**src/hdl/bkvt_pkg.sv**
```systemverilog
package bkvt_pkg;

   // table geometry
   localparam int MAX_BUCKETS = 64;
   localparam int WAYS        = 4;
   localparam int KEY_BITS    = 64;
   localparam int VALUE_BITS  = 32;

   // port widths fixed by the interface
   localparam int KEY_PORT_W = 64;
   localparam int VAL_PORT_W = 32;
   localparam int CFG_W      = 7;
   localparam int CSR_DATA_W = 32;
   localparam int CSR_ADDR_W = 3;

   localparam logic [CFG_W-1:0] DEFAULT_BUCKETS = CFG_W'(19);

   // register map, indexed by word address
   localparam logic REG_BUCKET_COUNT = 1'b0;

   // derived widths
   localparam int BKT_W   = (MAX_BUCKETS > 1) ? $clog2(MAX_BUCKETS) : 1;
   localparam int D_W     = $clog2(MAX_BUCKETS + 1);
   localparam int FILL_W  = $clog2(WAYS + 1);
   localparam int ENTRIES = MAX_BUCKETS * WAYS;
   localparam int ADDR_W  = (ENTRIES > 1) ? $clog2(ENTRIES) : 1;
   localparam int VAL_W   = (VALUE_BITS < VAL_PORT_W) ? VALUE_BITS : VAL_PORT_W;

   // remainder unit: quotient digits per cycle and number of cycles
   localparam int DIV_STEP  = 4;
   localparam int DIV_ITERS = (KEY_BITS + DIV_STEP - 1) / DIV_STEP;
   localparam int KEY_PAD   = DIV_ITERS * DIV_STEP;
   localparam int CNT_W     = $clog2(DIV_ITERS + 1);

   typedef enum logic [1:0] {
      REQ_FIND,
      REQ_INSERT,
      REQ_GET,
      REQ_ERASE
   } req_kind_type;

   typedef enum logic [3:0] {
      ST_IDLE,
      ST_DIV,
      ST_FILL_CAP,
      ST_SCAN_RD,
      ST_SCAN_CMP,
      ST_ACT,
      ST_SHIFT_RD,
      ST_SHIFT_WR,
      ST_RESP
   } ctrl_state_type;

   typedef struct packed {
      logic load_req;
      logic fill_rd;
      logic fill_cap;
      logic key_rd;
      logic match_cap;
      logic way_inc;
      logic append;
      logic shift_rd;
      logic shift_wr;
      logic fill_dec;
      logic rsp_load;
   } dp_cmd_type;

   typedef struct packed {
      req_kind_type kind;
      logic         div_done;
      logic         way_lt_fill;
      logic         next_lt_fill;
      logic         key_match;
      logic         found;
      logic         rsp_free;
   } dp_status_type;

endpackage

```
**src/hdl/bkvt_ctrl.sv**
```systemverilog
module bkvt_ctrl import bkvt_pkg::*; (
   input  logic          clock,
   input  logic          reset,
   input  logic          req_valid,
   output logic          req_ready,
   input  dp_status_type status,
   output dp_cmd_type    cmd
);

   ctrl_state_type state_ff, state_in;

   always_ff @(posedge clock) begin
      if (reset) begin
         state_ff <= ST_IDLE;
      end else begin
         state_ff <= state_in;
      end
   end

   // sequence one request: remainder, fill read, scan, update, result
   always_comb begin
      state_in  = state_ff;
      cmd       = '0;
      req_ready = 1'b0;
      case (state_ff)
         ST_IDLE: begin
            req_ready = 1'b1;
            if (req_valid) begin
               cmd.load_req = 1'b1;
               state_in     = ST_DIV;
            end
         end
         ST_DIV: begin
            if (status.div_done) begin
               cmd.fill_rd = 1'b1;
               state_in    = ST_FILL_CAP;
            end
         end
         ST_FILL_CAP: begin
            cmd.fill_cap = 1'b1;
            state_in     = ST_SCAN_RD;
         end
         ST_SCAN_RD: begin
            if (status.way_lt_fill) begin
               cmd.key_rd = 1'b1;
               state_in   = ST_SCAN_CMP;
            end else begin
               state_in = ST_ACT;
            end
         end
         ST_SCAN_CMP: begin
            if (status.key_match) begin
               cmd.match_cap = 1'b1;
               state_in      = ST_ACT;
            end else begin
               cmd.way_inc = 1'b1;
               state_in    = ST_SCAN_RD;
            end
         end
         ST_ACT: begin
            case (status.kind)
               REQ_INSERT: begin
                  cmd.append = 1'b1;
                  state_in   = ST_RESP;
               end
               REQ_GET: begin
                  cmd.append = ~status.found;
                  state_in   = ST_RESP;
               end
               REQ_ERASE: begin
                  state_in = status.found ? ST_SHIFT_RD : ST_RESP;
               end
               default: begin
                  state_in = ST_RESP;
               end
            endcase
         end
         ST_SHIFT_RD: begin
            if (status.next_lt_fill) begin
               cmd.shift_rd = 1'b1;
               state_in     = ST_SHIFT_WR;
            end else begin
               cmd.fill_dec = 1'b1;
               state_in     = ST_RESP;
            end
         end
         ST_SHIFT_WR: begin
            cmd.shift_wr = 1'b1;
            cmd.way_inc  = 1'b1;
            state_in     = ST_SHIFT_RD;
         end
         ST_RESP: begin
            if (status.rsp_free) begin
               cmd.rsp_load = 1'b1;
               state_in     = ST_IDLE;
            end
         end
         default: begin
            state_in = ST_IDLE;
         end
      endcase
   end

endmodule

```
**config.mk**
```make
export PLATFORM = sky130hd
export DESIGN_NAME = bkvt_ctrl
export DESIGN_NICKNAME = d
export VERILOG_FILES = /design/src/hdl/bkvt_pkg.sv /design/src/hdl/bkvt_ctrl.sv
export SDC_FILE = /design/constraint.sdc
export NUM_CORES = 1
export LEC_CHECK = 0
export ABC_AREA = 1
export BUFFER_PORTS_ARGS = -buffer_cell sky130_fd_sc_hd__buf_2
export CAP_MARGIN = 20
export CORE_AREA = 2 2 39 41
export CTS_CLUSTER_SIZE = 16
export DETAILED_ROUTE_END_ITERATION = 12
export DIE_AREA = 0 0 41 43
export GPL_ROUTABILITY_DRIVEN = 0
export HOLD_SLACK_MARGIN = 0.02
export PLACE_DENSITY = 0.68
export SLEW_MARGIN = 10
export SYNTH_ARGS = -nofsm -noshare
export SYNTH_HDL_FRONTEND = slang
export SYNTH_SLANG_ARGS = --single-unit
```
**constraint.sdc**
```tcl
create_clock -name clock -period 3.2 [get_ports clock]
set_input_delay 0.64 -clock clock [delete_from_list [all_inputs] [get_ports clock]]
set_output_delay 0.64 -clock clock [all_outputs]
set_load 0.02 [all_outputs]
```
==> results.txt <==
R2R cell count -> 7
Total grt overflow -> 0
YS warnings -> 0
Leakage -> 0.000375 uW
Tcrit/Tclk final -> 64.5%
CTS Root Cell -> clkbuf_4
Unrepaired setup endpoints after global routing -> no
Most common cell after layout, fill and taps aside -> buf_2
Non-filler instance count after layout -> 119
Ant diodes -> 0
Initial Utilization -> 32.4%
First-pass GRT wire length -> 1610 um
Max clock buf depth -> 2
Unique masters post-synth -> 18
PwrDens -> 356 nW/um2
Final TNS setup -> 0 ns
Min Hold Slack -> 0.611 ns
Die X -> 41 um
Critical Path Sink Type -> output pin
HPWL after DPL -> 871 um
Hold Path Sink -> state_ff[2]$_SDFFE_PP0P_
Layout area overhead -> 34.1%
Startpoint class of the critical path -> flop
Worst reg2reg path endpoint -> state_ff[0]$_SDFFE_PP0P_
DRT iter0 DRCs -> 8
Tot GR Track Use -> 12.9%
Number of detailed-route iterations in the first pass -> 4
# nets final -> 119
Final slew viol count -> 0
Area after DPL -> 578 um2
Clock net sink count -> 4
Die Y -> 43 um
Vias in the first global route -> 417
Final hold vios -> 0
WL per Instance -> 8.34 um
Worst EP required -> 2.56 ns
Sequential fraction of the synthesis area -> 17.9%
Startpoint of the worst register-to-register path -> state_ff[0]$_SDFFE_PP0P_
Post-CTS sizing -> 0
Max-Cap Viols -> 0
Tmin final -> 2.06 ns
Share of cells above drive strength 1 -> 30.1%
Hold WC Path Type -> in2reg
Largest registers -> state_ff: 4 flops
Slowest cell on the critical path -> dfxtp_1
Post-synthesis cell count -> 78
ANT nets after route -> 0
Num CTS Buffers -> 3
Cts hold-fix bufs -> 0
# DRC -> 0
HP Start -> reset
Area of the die -> 1760 um2
Largest net degree at the start of global routing -> 8
Largest reg by FF count -> state_ff
Netlist Area Pre-Place -> 448 um2
Post-CTS Setup Bufs -> 0
Crit Path Category -> reg2out
Slowest stage delay, CP -> 0.44 ns
Clock slew at reported path FFs -> 0.04 ns
Outcome -> finished clean
Maximum vdd drop -> 0.216 mV
Post-route cell area -> 601 um2
Hold depth -> 2
Via count -> 530
Buffers on Ports -> 22
Final setup vio count -> 0
CP Data Arrival Time -> 1.42 ns
Measured slew at the worst slew-check pin -> 0.285 ns
H-tree Lvls -> 1
Leading cell types in the layout, fill and taps excluded -> 22 x buf_2, 19 x inv_1, 14 x nand2_1
R2R setup slack -> 1.96 ns
Max Fclk -> 485 MHz
Syn_nets -> 92
Initial antenna violation count -> 0
Core area -> 1380 um2
CP Max Fanout -> 7
Cell-by-cell trace of the critical path -> inv_2, nor2_2, nand2_1, or2_1, inv_1, buf_2
CTS tree -> built
I/O Pins -> 23
Slew HR -> 81.0%
Clock latency on the worst-skew pair -> 0.23 ns
Avg Inst Size Synth -> 5.74 um2
Number of flip-flops in the largest register -> 4
Worst Skew -> 0.00302 ns
Drt via density -> 4.45
Cell Rows -> 14
FF+latch count, synth -> 4
Placed Cells -> 116
Drt total wl -> 993 um
[logic make-up after synthesis]
family | share of synthesized area, %
fa+ha+maj | 8.38
simple gates | 45.8
compound gates | 10.3
buf+inv | 17.6
flops | 17.9
[worst max path at each step]
stage                         to                     start  slack (ns)  depth (start not counted)
after floorplan           cmd[4]                 status[6]        1.11                          3
after global placement    cmd[4]                 status[6]        1.17                          5
after detailed placement  cmd[4]                 status[6]        1.14                          5
after CTS                 cmd[4]  state_ff[0]$_SDFFE_PP0P_        1.11                          5
after global routing      cmd[4]  state_ff[0]$_SDFFE_PP0P_        0.95                          5
final                     cmd[1]  state_ff[1]$_SDFFE_PP0P_        1.14                          6
[routing by layer]
| layer | global-route usage, % | wire length, um | up-vias | part of all wire [%] |
|---|---|---|---|---|
| met1 | 18.3 | 467 | 225 | 47 |
| met4 | 4.00 | 0 | 0 | 0 |
| met5 | 0 | 0 | - | 0 |
| met2 | 18.4 | 481 | 10 | 48 |
| li1 | - | - | 295 | - |
| met3 | 3.14 | 44 | 0 | 4.4 |
[through the flow]
| stage | utilization [%] | total power, uW | setup WS, ns |
|---|---|---|---|
| after floorplan | - | 128 | 1.11 |
| after global routing | 43.4 | 231 | 0.950 |
| after CTS | 43.4 | 217 | 1.11 |
| final | 43.4 | 214 | 1.14 |
| after detailed placement | 41.8 | 155 | 1.14 |
| after global placement | 41.8 | 155 | 1.17 |
[cell type report]
class | count | area (um2)
fillers | 154 | 783
multi-input cells | 53 | 289
inverters | 21 | 78.8
clock buffers | 3 | 22.5
flip-flops and latches | 4 | 80.1
well taps | 16 | 20.0
repair buffers | 22 | 110
[cell usage after synthesis]
| cell type | number | area (um2) |
|---|---|---|
| a21oi_1 | 2 | 10.0 |
| a31oi_1 | 1 | 6.26 |
| dfxtp_1 | 4 | 80.1 |
| ha_1 | 3 | 37.5 |
| inv_1 | 19 | 71.3 |
| inv_2 | 2 | 7.51 |
| nand2_1 | 14 | 52.6 |
| nand3_1 | 7 | 35.0 |
| nand4_1 | 2 | 12.5 |
| nor2_1 | 12 | 45.0 |
| nor2_2 | 2 | 12.5 |
| nor2_8 | 1 | 20.0 |
| nor3_1 | 3 | 15.0 |
| nor4_1 | 1 | 6.26 |
| o211ai_1 | 1 | 7.51 |
| o211ai_2 | 1 | 12.5 |
| o21ai_0 | 2 | 10.0 |
| or2_1 | 1 | 6.26 |
[critical path, delay by kind of cell (launching register included)]
family / cells / cell delay [ns]
and+or+nand+nor: 3 / 0.47
DFF: 1 / 0.44
buffers and inverters: 3 / 0.29
[where the power goes]
group	total [uW]	internal [uW]	switching (uW)
registers	65.3	55.5	9.74
clock network	59.2	41.7	17.4
logic	89.1	31.6	57.6
Power figures use the tool's default switching activity.
